`src/rtl/lqs_pkg.sv`:
```
// ----------------------------------------------------------------------------
// lqs_pkg
// Shared widths, action and status codes, and sequencer states for the
// linear queue with search.
// ----------------------------------------------------------------------------
package lqs_pkg;

   localparam int DEPTH_DEFAULT = 16;
   localparam int DATA_W        = 32;
   localparam int ACT_W         = 2;
   localparam int STAT_W        = 2;
   localparam int POS_W         = 7;

   typedef enum logic [ACT_W-1:0] {
      ACT_INSERT = 2'd0,
      ACT_REMOVE = 2'd1,
      ACT_LIST   = 2'd2,
      ACT_SEARCH = 2'd3
   } action_type;

   typedef enum logic [STAT_W-1:0] {
      STAT_OK        = 2'd0,
      STAT_FULL      = 2'd1,
      STAT_EMPTY     = 2'd2,
      STAT_NOT_FOUND = 2'd3
   } status_type;

   typedef enum logic {
      ST_IDLE = 1'b0,
      ST_SCAN = 1'b1
   } state_type;

endpackage

```
`src/rtl/linear_queue_with_search_top.sv`:
```
// ----------------------------------------------------------------------------
// linear_queue_with_search_top
// Linear (non-circular) array queue with insert, remove, list and search.
// ----------------------------------------------------------------------------
// A command beat is taken on a rising edge with start high and busy low;
// req_action selects insert, remove, list or search, req_value carries the
// element or the search key. Results come back on the rsp_ ports, each for
// exactly one cycle with rsp_valid high; rsp_last marks the final result of
// a command. The receiver cannot stall, so results are never held.
// Insert, and any command on an empty queue, answers in the cycle after the
// command beat and leaves busy low, so a new command may follow at once.
// Remove, list and search walk the store through one registered read port
// and one compare, one entry per cycle: remove answers with the head, list
// of n entries gives a result each cycle, and search answers at the first
// match or after the last entry (n = stored entries, up to DEPTH).
// busy is high while the walk is running.
// Insert reports full once the write position reaches DEPTH, even if
// removals freed entries at the front; both positions return to zero when
// the last element leaves. Reset clears the positions and the sequencer;
// the store needs no clearing since only written entries are read.
// ----------------------------------------------------------------------------
module linear_queue_with_search_top #(
   parameter int DEPTH = lqs_pkg::DEPTH_DEFAULT
) (
   input  logic                                  clock,
   input  logic                                  reset,
   input  logic                                  start,
   output logic                                  busy,
   input  logic [lqs_pkg::ACT_W-1:0]             req_action,
   input  logic signed [lqs_pkg::DATA_W-1:0]     req_value,
   output logic                                  rsp_valid,
   output logic [lqs_pkg::STAT_W-1:0]            rsp_status,
   output logic signed [lqs_pkg::DATA_W-1:0]     rsp_element,
   output logic [lqs_pkg::POS_W-1:0]             rsp_position,
   output logic                                  rsp_last
);

   localparam int AW     = $clog2(DEPTH);
   localparam int PW     = $clog2(DEPTH + 1);
   localparam int DATA_W = lqs_pkg::DATA_W;
   localparam int POS_W  = lqs_pkg::POS_W;
   localparam logic [PW-1:0] PTR_ONE   = PW'(1);
   localparam logic [PW-1:0] PTR_DEPTH = PW'(DEPTH);

   lqs_pkg::state_type  state_ff, state_in;
   lqs_pkg::action_type op_ff, op_in;

   logic signed [DATA_W-1:0] key_ff, key_in;
   logic [PW-1:0]            read_pos_ff, read_pos_in;
   logic [PW-1:0]            write_pos_ff, write_pos_in;
   logic [PW-1:0]            scan_ff, scan_in;

   logic                     rsp_valid_ff, rsp_valid_in;
   lqs_pkg::status_type      rsp_status_ff, rsp_status_in;
   logic signed [DATA_W-1:0] rsp_element_ff, rsp_element_in;
   logic [POS_W-1:0]         rsp_position_ff, rsp_position_in;
   logic                     rsp_last_ff, rsp_last_in;

   logic signed [DATA_W-1:0] mem [DEPTH];
   logic signed [DATA_W-1:0] rd_data_ff;
   logic                     rd_en;
   logic [AW-1:0]            rd_addr;
   logic                     wr_en;

   logic                     accept;
   logic                     empty;
   logic                     full;
   logic [PW-1:0]            scan_next;
   logic                     scan_tail;
   logic                     hit;
   logic                     scan_done;
   logic [PW-1:0]            match_ofs;

   assign accept    = start && (state_ff == lqs_pkg::ST_IDLE);
   assign empty     = (read_pos_ff == write_pos_ff);
   assign full      = (write_pos_ff >= PTR_DEPTH);
   assign scan_next = scan_ff + PTR_ONE;
   assign scan_tail = (scan_next >= write_pos_ff);
   assign hit       = (rd_data_ff == key_ff);
   assign match_ofs = scan_ff - read_pos_ff + PTR_ONE;

   always_comb begin
      unique case (op_ff)
         lqs_pkg::ACT_SEARCH: scan_done = hit || scan_tail;
         lqs_pkg::ACT_LIST:   scan_done = scan_tail;
         default:             scan_done = 1'b1;
      endcase
   end

   // store: one write port for insert, one registered read port for the walk
   assign wr_en = accept && (lqs_pkg::action_type'(req_action) == lqs_pkg::ACT_INSERT)
                  && !full;

   always_comb begin
      if (state_ff == lqs_pkg::ST_IDLE) begin
         rd_en   = !empty;
         rd_addr = read_pos_ff[AW-1:0];
      end else begin
         rd_en   = !scan_tail;
         rd_addr = scan_next[AW-1:0];
      end
   end

   always_ff @(posedge clock) begin
      if (wr_en) begin
         mem[write_pos_ff[AW-1:0]] <= req_value;
      end
      if (rd_en) begin
         rd_data_ff <= mem[rd_addr];
      end
   end

   // next state
   always_comb begin
      state_in = state_ff;
      unique case (state_ff)
         lqs_pkg::ST_IDLE: begin
            if (accept && !empty &&
                lqs_pkg::action_type'(req_action) != lqs_pkg::ACT_INSERT) begin
               state_in = lqs_pkg::ST_SCAN;
            end
         end
         lqs_pkg::ST_SCAN: begin
            if (scan_done) begin
               state_in = lqs_pkg::ST_IDLE;
            end
         end
         default: state_in = lqs_pkg::ST_IDLE;
      endcase
   end

   // datapath and result beats
   always_comb begin
      op_in           = op_ff;
      key_in          = key_ff;
      read_pos_in     = read_pos_ff;
      write_pos_in    = write_pos_ff;
      scan_in         = scan_ff;
      rsp_valid_in    = 1'b0;
      rsp_status_in   = lqs_pkg::STAT_OK;
      rsp_element_in  = '0;
      rsp_position_in = '0;
      rsp_last_in     = 1'b1;
      unique case (state_ff)
         lqs_pkg::ST_IDLE: begin
            if (accept) begin
               op_in   = lqs_pkg::action_type'(req_action);
               key_in  = req_value;
               scan_in = read_pos_ff;
               if (lqs_pkg::action_type'(req_action) == lqs_pkg::ACT_INSERT) begin
                  rsp_valid_in = 1'b1;
                  if (full) begin
                     rsp_status_in = lqs_pkg::STAT_FULL;
                  end else begin
                     write_pos_in = write_pos_ff + PTR_ONE;
                  end
               end else if (empty) begin
                  rsp_valid_in  = 1'b1;
                  rsp_status_in = lqs_pkg::STAT_EMPTY;
               end
            end
         end
         lqs_pkg::ST_SCAN: begin
            scan_in = scan_next;
            unique case (op_ff)
               lqs_pkg::ACT_LIST: begin
                  rsp_valid_in   = 1'b1;
                  rsp_element_in = rd_data_ff;
                  rsp_last_in    = scan_tail;
               end
               lqs_pkg::ACT_SEARCH: begin
                  if (hit) begin
                     rsp_valid_in    = 1'b1;
                     rsp_position_in = POS_W'(match_ofs);
                  end else if (scan_tail) begin
                     rsp_valid_in  = 1'b1;
                     rsp_status_in = lqs_pkg::STAT_NOT_FOUND;
                  end
               end
               default: begin
                  // remove: head leaves, positions rewind when it was the last
                  rsp_valid_in   = 1'b1;
                  rsp_element_in = rd_data_ff;
                  if (read_pos_ff + PTR_ONE >= write_pos_ff) begin
                     read_pos_in  = '0;
                     write_pos_in = '0;
                  end else begin
                     read_pos_in = read_pos_ff + PTR_ONE;
                  end
               end
            endcase
         end
         default: ;
      endcase
   end

   always_ff @(posedge clock) begin
      if (reset) begin
         state_ff     <= lqs_pkg::ST_IDLE;
         read_pos_ff  <= '0;
         write_pos_ff <= '0;
         rsp_valid_ff <= 1'b0;
      end else begin
         state_ff     <= state_in;
         read_pos_ff  <= read_pos_in;
         write_pos_ff <= write_pos_in;
         rsp_valid_ff <= rsp_valid_in;
      end
   end

   always_ff @(posedge clock) begin
      op_ff           <= op_in;
      key_ff          <= key_in;
      scan_ff         <= scan_in;
      rsp_status_ff   <= rsp_status_in;
      rsp_element_ff  <= rsp_element_in;
      rsp_position_ff <= rsp_position_in;
      rsp_last_ff     <= rsp_last_in;
   end

   assign busy         = (state_ff != lqs_pkg::ST_IDLE);
   assign rsp_valid    = rsp_valid_ff;
   assign rsp_status   = rsp_status_ff;
   assign rsp_element  = rsp_element_ff;
   assign rsp_position = rsp_position_ff;
   assign rsp_last     = rsp_last_ff;

   // positions stay ordered and inside the store
   a_pos_order: assert property (@(posedge clock) disable iff (reset)
      (read_pos_ff <= write_pos_ff) && (write_pos_ff <= PTR_DEPTH))
      else $error("queue positions out of order");

   // an insert answers with a single final beat in the next cycle
   a_insert_resp: assert property (@(posedge clock) disable iff (reset)
      (start && !busy && req_action == lqs_pkg::ACT_INSERT) |=> (rsp_valid && rsp_last))
      else $error("insert gave no final beat");

   // a list beat that is not the last is followed by another beat
   a_list_cont: assert property (@(posedge clock) disable iff (reset)
      (rsp_valid && !rsp_last) |=> rsp_valid)
      else $error("list stream broke off");

   // failure beats carry neither element nor position
   a_fail_zero: assert property (@(posedge clock) disable iff (reset)
      (rsp_valid && rsp_status != lqs_pkg::STAT_OK) |->
      (rsp_element == '0 && rsp_position == '0 && rsp_last))
      else $error("failure beat carries data");

endmodule
```
`config.mk`:
```
export PLATFORM = sky130hd
export DESIGN_NAME = linear_queue_with_search_top
export DESIGN_NICKNAME = d
export VERILOG_FILES = /design/src/rtl/lqs_pkg.sv /design/src/rtl/linear_queue_with_search_top.sv
export SDC_FILE = /design/constraint.sdc
export NUM_CORES = 1
export LEC_CHECK = 0
export BUFFER_PORTS_ARGS = -buffer_cell sky130_fd_sc_hd__buf_2
export CAP_MARGIN = 20
export CORE_MARGIN = 2
export CORE_UTILIZATION = 23
export DETAILED_ROUTE_END_ITERATION = 6
export PLACE_DENSITY = 0.35
export SYNTH_ARGS = -nofsm -noshare
export SYNTH_HDL_FRONTEND = slang
export SYNTH_SLANG_ARGS = --single-unit
```
`constraint.sdc`:
```
create_clock -name clock -period 18.9 [get_ports clock]
set_input_delay 3.78 -clock clock [delete_from_list [all_inputs] [get_ports clock]]
set_output_delay 3.78 -clock clock [all_outputs]
set_load 0.1 [all_outputs]
```
# Yosys cells after proc, flatten, opt, wreduce, memory -nomap -nowiden
# Memories as Yosys holds them, arrays and structs flattened. A register that Yosys moved wholly into a read port is not among the register bits.
# Cells that the tools add are included.
# totals
ff_bits,93
mem_bits_rw,512
inputBits,37
output_inout_bits,44
word_cells,83
n_memories,1
# op_classes
addsub,5
order_cmp,3
n_eq_ne,9
n_mux,32
bitwise,2
n_reduce_logical,19
# mem_list
memory,depth,width,read_ports,rd_ports_with_merged_regs,write_ports,line_no,text
mem,16,32,1,1,1,linear_queue_with_search_top.sv:59,logic signed [DATA_W-1:0] mem [DEPTH];
# ops
op,count
2-to-1 mux 5 bit,7
equality test 32 bit,1
adder 5 x 1 -> 5 bit (second input constant),4
case mux 5 bit (2 select lines),2
2-to-1 mux 1 bit,12
2-to-1 mux 2 bit,6
greater-or-equal comparator 5 bit,2
AND reduction 2 bit,4
!= test 2 bit (second input constant),3
case mux 1 bit (2 select lines),3
equality test 5 bit,1
greater-or-equal comparator 5 bit (second input constant),1
logical AND 1 bit,5
AND reduction 5 bit,1
subtractor 5 bit,1
equality test 2 bit (second input constant),2
2-to-1 mux 4 bit,1
!= test 2 x 1 -> 1 bit (second input constant),2
case mux 2 bit (2 select lines),1
OR reduction 2 bit,2
zero test 1 bit,3
AND reduction 3 bit,1
zero test 2 bit,1
NOT 1 bit,2
other kinds (2),2

# Logic depth before layout (Yosys ltp)
# Gate-level depths: netlist of run 1.
# logic_depth
word_depth,6
depth_mapped,11
mapped_depth_nobuf,10

# Least setup slack after synthesis of run 1
# No wires, ideal clock.
# synth_timing
path_kind,input-to-reg
start,input port start
end,memory mem[2][0] (enable)
setup_time_ns,0.461
arrival_ns,8.412
t_required_ns,18.439
slack_ns,10.027
cell_stages,5
path_buffers,1
cell_sequence,nor2b_1 and3_1 clkbuf_1 nand2_1 nor3_1
# synth_between
elab_chain_cells,5
# synth_rtl
item,line_no,text
"start, declared",linear_queue_with_search_top.sv:27,"input logic start,"
logical AND 1 bit,linear_queue_with_search_top.sv:74,assign accept = start && (state_ff == lqs_pkg::ST_IDLE);
logical AND 1 bit,linear_queue_with_search_top.sv:91,assign wr_en = accept && (lqs_pkg::action_type'(req_action) == lqs_pkg::ACT_INSERT)
logical AND 1 bit,linear_queue_with_search_top.sv:92,&& !full;
2-to-1 mux 1 bit,linear_queue_with_search_top.sv:105,if (wr_en) begin
2-to-1 mux 1 bit (not written as such),linear_queue_with_search_top.sv:106,mem[write_pos_ff[AW-1:0]] <= req_value;
"end, declared",linear_queue_with_search_top.sv:59,
# No other way between the ends.

# Final worst setup path of run 1
# layout_timing
start,input port req_action[1] (netlist name)
end,memory mem[10][12] (enable)
# layout_between
elab_chain_cells,5
# layout_rtl
item,line_no,text
"start, declared",linear_queue_with_search_top.sv:29,"input logic [lqs_pkg::ACT_W-1:0] req_action,"
zero test 2 bit,linear_queue_with_search_top.sv:91,
logical AND 1 bit,linear_queue_with_search_top.sv:91,
logical AND 1 bit,linear_queue_with_search_top.sv:92,
2-to-1 mux 1 bit,linear_queue_with_search_top.sv:105,
2-to-1 mux 1 bit (not written as such),linear_queue_with_search_top.sv:106,
# No other way between the ends.

==> flow_summary.ini, run 1 <==
[timing]
setup_tns_ns = 0
slew_headroom_pct = 29.33
clock_skew_ns = 0.01528
period_share_pct = 29.44
final-max-slew-violation-count = 0
final_hold_viol_count = 0
worst_slew_pin_slew_ns = 1.060
rsz0062_at_grt = false
fmax_mhz = 179.7
finalSetupViolCount = 0
fin_crit_ns = 5.564

[power_and_ir_drop]
pwr-share-clk_pct = 45.9
p_int_mw = 2.412
swShare_pct = 21.95
p_leak_nw = 10.43
p_switching_mw = 0.6784
seqPwrFrac_pct = 50.4
p_comb_share_pct = 3.7
irDropWorstVdd_mv = 0.05217
pwr_density_cell_nw_per_um2 = 104.7

[clock_network]
cts_tree = done
cts_setup_buffers = 0
ctsRootBufferMaster = clkbuf_16
clk_pin_slew_ns = 0.05
clkLatencyLatePin_ns = 0.62
htreeDepth = 3
clock_sinks = 635
hold_buffers = 0
cts_resized = 0
cts_buffer_depth = 3
numCtsBuffers = 76

[route]
wl_per_cell_um = 21.99
drtPass1Iterations = 5
final_antenna_net_count = 0
drt-initial-drc-count = 1085
via_count = 14410
drt-total-wl_um = 73910
vias_per_cell = 4.287
drc = 0

[setup_path]
crit_arrival_ns = 5.83
crit_path_max_incr_delay_ns = 0.53
crit_type = in -> reg
cp_slowest_cell = and3_1
endpoint_kind = register
ff2ff_path_depth = 8
cp_top_family = simple AND/OR/NAND/NOR gates
required_ns = 19.16
worstReg2RegStart = busy
r2r-end = rd_data_ff[20]
rrSetupSlack_ns = 14.71
crit_chain = buf_2 -> nor2_1 -> and3_1 -> nand2_1 -> nor2_4 -> buf_4
worst-path-max-fanout = 23
critPathLaunchType = primary input
cp_num_buf_inv = 2

[job]
timing.max_cap.violations = 0

[yosys]
ys_async_sr_fraction_pct = 0
synth_edf_count = 583
ys_top_cells_by_area = edfxtp_1 (70%), nand2_1 (6.9%), dfxtp_1 (4.2%)
synth.yosys.seq_area_share_pct = 74.02
syn_area_um2 = 25060
netlist.top_cell.by_area = edfxtp_1
synth_top_area_share_pct = 69.86
yosysWarnings = 0
synth.distinct_cells = 48
syn_inst = 1793
synth.avg_cell_area_um2 = 13.98
ys_seq_elements = 635
synthFlopType = edfxtp_1

[cells_and_area]
layout_commonest_cell = edfxtp_1
fin_util_pct = 27.23
layout.nets = 1941
drive_above_1_share_pct = 14.20
final_cell_mix = edfxtp_1 (583), nand2_1 (462), nand3_1 (134)
fill_cells = 11070
multiInputGateArea_um2 = 6067
seq_area_um2 = 18550
syn_to_final_growth_pct = 17.79

[grt]
globalRoute.totalOverflow = 0
antenna_found_initial = 6
grt_pass1_vias = 14360
grt_pass1_wl_um = 106300
grt.total_usage_pct = 13.23
grt_max_degree = 75

[die]
num_rows = 121
chipHeight_um = 334.1
die_w_um = 334.1
core_area_um2 = 108400
ios = 81
start_util_pct = 23.12
dieArea_um2 = 111600

[placed_design]
dp_hpwl_um = 43400
routabilityCongestion = 0.7237
port_buffers = 78

[min_path]
min_from = rd_data_ff[20]
hold_class = reg -> reg
holdPathStages = 1
worstHoldEndpoint = rsp_element[20]

[run_status]
status = finished clean
## Yosys cell counts, types with 7 or more instances
master / n
buf_6: 7
nor4_1: 8
a31oi_1: 33
edfxtp_1: 583
a221oi_2: 31
o21ai_0: 71
nor2_1: 34
xnor2_1: 9
buf_4: 12
inv_1: 19
a21oi_1: 14
ha_1: 23
nand3_1: 134
nand2_1: 462
clkbuf_1: 23
a221oi_1: 33
and2_1: 32
dfxtp_1: 52
xor2_1: 36
mux2i_1: 66
buf_2: 56
## sequential cells by signal, indices dropped and copies added (netlist names)
| signal | count |
|---|---|
| busy | 1 |
| op_ff | 2 |
| rsp_last | 1 |
| read_pos_ff | 5 |
| write_pos_ff | 5 |
| rsp_position | 5 |
| rsp_status | 2 |
| rd_data_ff | 32 |
| key_ff | 32 |
| rsp_element | 32 |
| mem | 512 |
| rsp_valid | 1 |
| scan_ff | 5 |
## metal layers
layer  track usage [%]  share of wire, %  wire [um]
met1             19.21                49      36220
met2             20.44                45      33140
met3             2.267               4.4       3220
met4             3.201               1.8       1323
met5                 0             0.018         13
## worst max path at each step
stage,from,end,slack [ns],cells after the start
finish,req_action[1],mem[10][12],13.34,6
detailed placement,req_action[1],mem[10][14],12.69,6
CTS,req_action[1],mem[10][12],13.36,6
global route,req_action[1],mem[10][12],13.21,6
floorplan,start,mem[2][0],10.03,5
global placement,req_action[1],mem[11][14],12.71,6
## cell type report
| cell class | instances | area share, % |
|---|---|---|
| clock buffer | 118 | 7.257 |
| tap | 1414 | 5.994 |
| clock inverter | 23 | 0.8224 |
| sequential | 635 | 62.84 |
| timing repair buffer | 113 | 2.213 |
| antenna | 4 | 0.03391 |
| inverter | 21 | 0.2840 |
| multi-input combinational | 1033 | 20.56 |
## logic make-up after synthesis
logic type	synth area share [%]
other	0.01496
DFF	74.02
muxes	2.681
buffers and inverters	2.561
and+or+nand+nor	11.63
AOI/OAI and AO/OA	6.226
adders and majority gates	1.228
xor gates and xnor gates	1.638
## power by group through the flow
| stage | logic [mW] | registers, mW | clock network [mW] |
|---|---|---|---|
| 3_5_place_dp | 0.117 | 1.59 | 0 |
| 5_1_grt | 0.124 | 1.56 | 1.53 |
| 4_1_cts | 0.117 | 1.56 | 1.47 |
| 3_3_place_gp | 0.116 | 1.59 | 0 |
| 6_report | 0.113 | 1.56 | 1.42 |
| 2_1_floorplan | 0.0508 | 1.59 | 0 |
## metrics by stage
step	cells	instance area [um^2]	hold WS, ns	power, mW	setup slack (ns)
4_1_cts	3357	29510	0.5025	3.144	13.36
3_3_place_gp	3216	27120	0.4916	1.703	12.71
6_report	3361	29520	0.4987	3.091	13.34
5_1_grt	3357	29510	0.5404	3.207	13.21
3_5_place_dp	3216	27120	0.4910	1.704	12.69
2_1_floorplan	1794	25060	0.4699	1.642	10.03
Power figures use the tool's default switching activity.
==> run 2, diff against run 1 <==
--- a/config.mk
+++ b/config.mk
@@ -5,12 +5,13 @@
 export SDC_FILE = /design/constraint.sdc
 export NUM_CORES = 1
 export LEC_CHECK = 0
+export ABC_AREA = 1
 export BUFFER_PORTS_ARGS = -buffer_cell sky130_fd_sc_hd__buf_2
 export CAP_MARGIN = 20
 export CORE_MARGIN = 2
 export CORE_UTILIZATION = 23
 export DETAILED_ROUTE_END_ITERATION = 6
-export PLACE_DENSITY = 0.35
+export PLACE_DENSITY = 0.36
 export SYNTH_ARGS = -nofsm -noshare
 export SYNTH_HDL_FRONTEND = slang
 export SYNTH_SLANG_ARGS = --single-unit
==> constraint.sdc (replaced) <==
create_clock -name clock -period 5.1 [get_ports clock]
set_input_delay 1.02 -clock clock [delete_from_list [all_inputs] [get_ports clock]]
set_output_delay 1.02 -clock clock [all_outputs]
set_load 0.1 [all_outputs]
==> flow_summary.ini, run 2 <==
[power_and_ir_drop]
p_int_mw = 8.896
seqPwrFrac_pct = 50.5
pwr-share-clk_pct = 45.9
pwr_density_cell_nw_per_um2 = 382.3
swShare_pct = 22.03
p_comb_share_pct = 3.6
p_switching_mw = 2.513
p_leak_nw = 9.956
irDropWorstVdd_mv = 0.2225

[route]
vias_per_cell = 4.332
drt-initial-drc-count = 1029
via_count = 15390
drtPass1Iterations = 5
wl_per_cell_um = 21.31
drt-total-wl_um = 75680
final_antenna_net_count = 0
drc = 0

[yosys]
synth_common_cells = edfxtp_1 (583), nor2_1 (463), o21ai_0 (171)
syn_area_um2 = 25140
ys_seq_elements = 635
yosysWarnings = 0
ys_top_cells_by_area = edfxtp_1 (70%), nor2_1 (6.9%), dfxtp_1 (4.1%)
ys_async_sr_fraction_pct = 0
netlist.top_cell.by_area = edfxtp_1
synth.avg_cell_area_um2 = 12.58
synth_top_area_share_pct = 69.63
synth.yosys.seq_area_share_pct = 73.77
synth.distinct_cells = 30
yosysMostFrequentCell = edfxtp_1
synth_edf_count = 583
synthFlopType = edfxtp_1
syn_inst = 1998

[setup_path]
rrSetupSlack_ns = 1.69
worstReg2RegStart = scan_ff[0]
ff2ff_path_depth = 10
crit_type = reg -> reg
critPathLaunchType = register
r2r-end = rd_data_ff[18]
crit_chain = ha_1 -> nand3_1 -> xnor2_1 -> ha_1 -> nand2_1 -> nor2_1 -> a21boi_0 -> nand2_1 -> o21ai_4 -> buf_4
cp_top_family = compound AO/OA/AOI/OAI gates
worst-path-max-fanout = 17
endpoint_kind = register
crit_arrival_ns = 3.70
crit_path_max_incr_delay_ns = 0.79
required_ns = 5.39
cp_num_buf_inv = 1
cp_slowest_cell = o21ai_4

[die]
chipHeight_um = 334.6
dieArea_um2 = 112000
die_w_um = 334.6
num_rows = 121
ios = 81
start_util_pct = 23.13
core_area_um2 = 108700

[clock_network]
clkLatencyLatePin_ns = 0.63
ctsRootBufferMaster = clkbuf_16
clock_sinks = 635
cts_buffer_depth = 3
cts_resized = 0
numCtsBuffers = 75
htreeDepth = 3
cts_tree = done
hold_buffers = 0
clk_pin_slew_ns = 0.06
cts_setup_buffers = 0

[min_path]
holdPathStages = 2
worstHoldEndpoint = rsp_element[20]
hold_class = reg -> reg
min_from = rd_data_ff[20]

[run_status]
status = finished clean

[placed_design]
postPlaceCellArea_um2 = 27420
routabilityCongestion = 0.7177
dp_hpwl_um = 46580
port_buffers = 78

[cells_and_area]
fin_util_pct = 27.46
drive_above_1_share_pct = 11.61
design_area_um2 = 29850
largest_reg_flops = 512
syn_to_final_growth_pct = 18.70
final_cell_mix = edfxtp_1 (583), nor2_1 (446), o21ai_0 (170)
fill_cells = 11130
layout.nets = 2137
layout_commonest_cell = edfxtp_1

[timing]
setup_tns_ns = 0
slew_headroom_pct = 33.08
period_share_pct = 66.87
rsz0062_at_grt = false
finalSetupViolCount = 0
fmax_mhz = 293.2
fin_crit_ns = 3.410
final_hold_viol_count = 0
worst_slew_pin_slew_ns = 1.000
clock_skew_ns = 0.02539
final-max-slew-violation-count = 0

[grt]
antenna_found_initial = 1
grt_pass1_wl_um = 111200
grt_pass1_vias = 15740
grt.total_usage_pct = 13.47
globalRoute.totalOverflow = 0
grt_max_degree = 159

[job]
timing.max_cap.violations = 0
==> run 2: cell types whose count changed after synthesis, sizes merged, moves of 8 or more <==
cell,previous run,this run
a221oi,64,0
a31oi,33,0
and2,32,0
clkbuf,24,34
inv,21,86
mux2i,66,0
nand2,462,147
nand3,134,81
nor2,34,464
nor4,8,0
o211ai,0,128
o21ai,73,271
xnor2,10,18
xor2,36,9
==> run 2: metrics by stage <==
step                      setup slack [ns]  std cells  hold WS, ns  power, mW
after detailed placement             1.448       3412       0.5179      6.293
after floorplan                    0.04000       1999       0.4634      6.075
after global routing                 1.491       3551       0.5549      11.81
after CTS                            1.644       3550       0.5302      11.60
final                                1.690       3552       0.5230      11.41
after global placement               1.453       3401       0.5232      6.289
==> run 2: logic make-up (layout without fill, tap and decap cells) <==
| logic type | count (synthesis) | count (layout) | synth area share [%] |
|---|---|---|---|
| xor gates and xnor gates | 27 | 27 | 0.9405 |
| and+or+nand+nor | 697 | 697 | 10.89 |
| AOI/OAI and AO/OA | 415 | 415 | 9.619 |
| other | 1 | 3 | 0.01491 |
| DFF | 635 | 635 | 73.77 |
| adders and majority gates | 24 | 24 | 1.224 |
| buffers and inverters | 199 | 337 | 3.543 |
==> run 2: worst max-delay path by stage <==
stage | slack [ns] | cells past startpoint | from | to
3_3_place_gp | 1.45 | 6 | req_action[1] | mem[0][10]
4_1_cts | 1.64 | 10 | scan_ff[0] | rd_data_ff[17]
3_5_place_dp | 1.45 | 7 | req_action[1] | mem[3][11]
2_1_floorplan | 0.04 | 6 | start | mem[0][0]
6_report | 1.69 | 10 | scan_ff[0] | rd_data_ff[18]
5_1_grt | 1.49 | 7 | busy | rd_data_ff[19]
==> run 2: area by class of cell <==
class | instances | area (um^2) | area share (%)
diodes | 1 | 2.502 | 0.008384
clock buffers | 103 | 2117 | 7.093
clock inverters | 35 | 287.8 | 0.9642
inverters | 86 | 327.8 | 1.098
multi-input cells | 1165 | 5873 | 19.68
flip-flops and latches | 635 | 18550 | 62.14
well taps | 1414 | 1769 | 5.928
repair buffers | 113 | 920.9 | 3.085
==> run 2: power by group through the flow <==
stage / clock network [mW] / registers [mW] / logic [mW]
after floorplan: 0 / 5.90 / 0.179
after global placement: 0 / 5.87 / 0.417
after detailed placement: 0 / 5.87 / 0.421
after CTS: 5.42 / 5.76 / 0.422
after global routing: 5.60 / 5.76 / 0.450
final: 5.24 / 5.76 / 0.406
==> run 2: metal layers <==
metal	wire length (um)	track usage, %	up-vias
met5	0	0	-
met4	1322	3.521	0
met3	2439	1.822	88
met2	36150	22.40	253
met1	35770	18.44	7740
li1	-	-	7306
==> run 2: worst reg2reg max path: stages (launching register included) <==
cell      delay (ns)
edfxtp_1        0.48
ha_1            0.27
nand3_1         0.09
xnor2_1         0.16
ha_1            0.29
nand2_1         0.09
nor2_1          0.05
a21boi_0        0.22
nand2_1         0.18
o21ai_4         0.79
buf_4           0.43
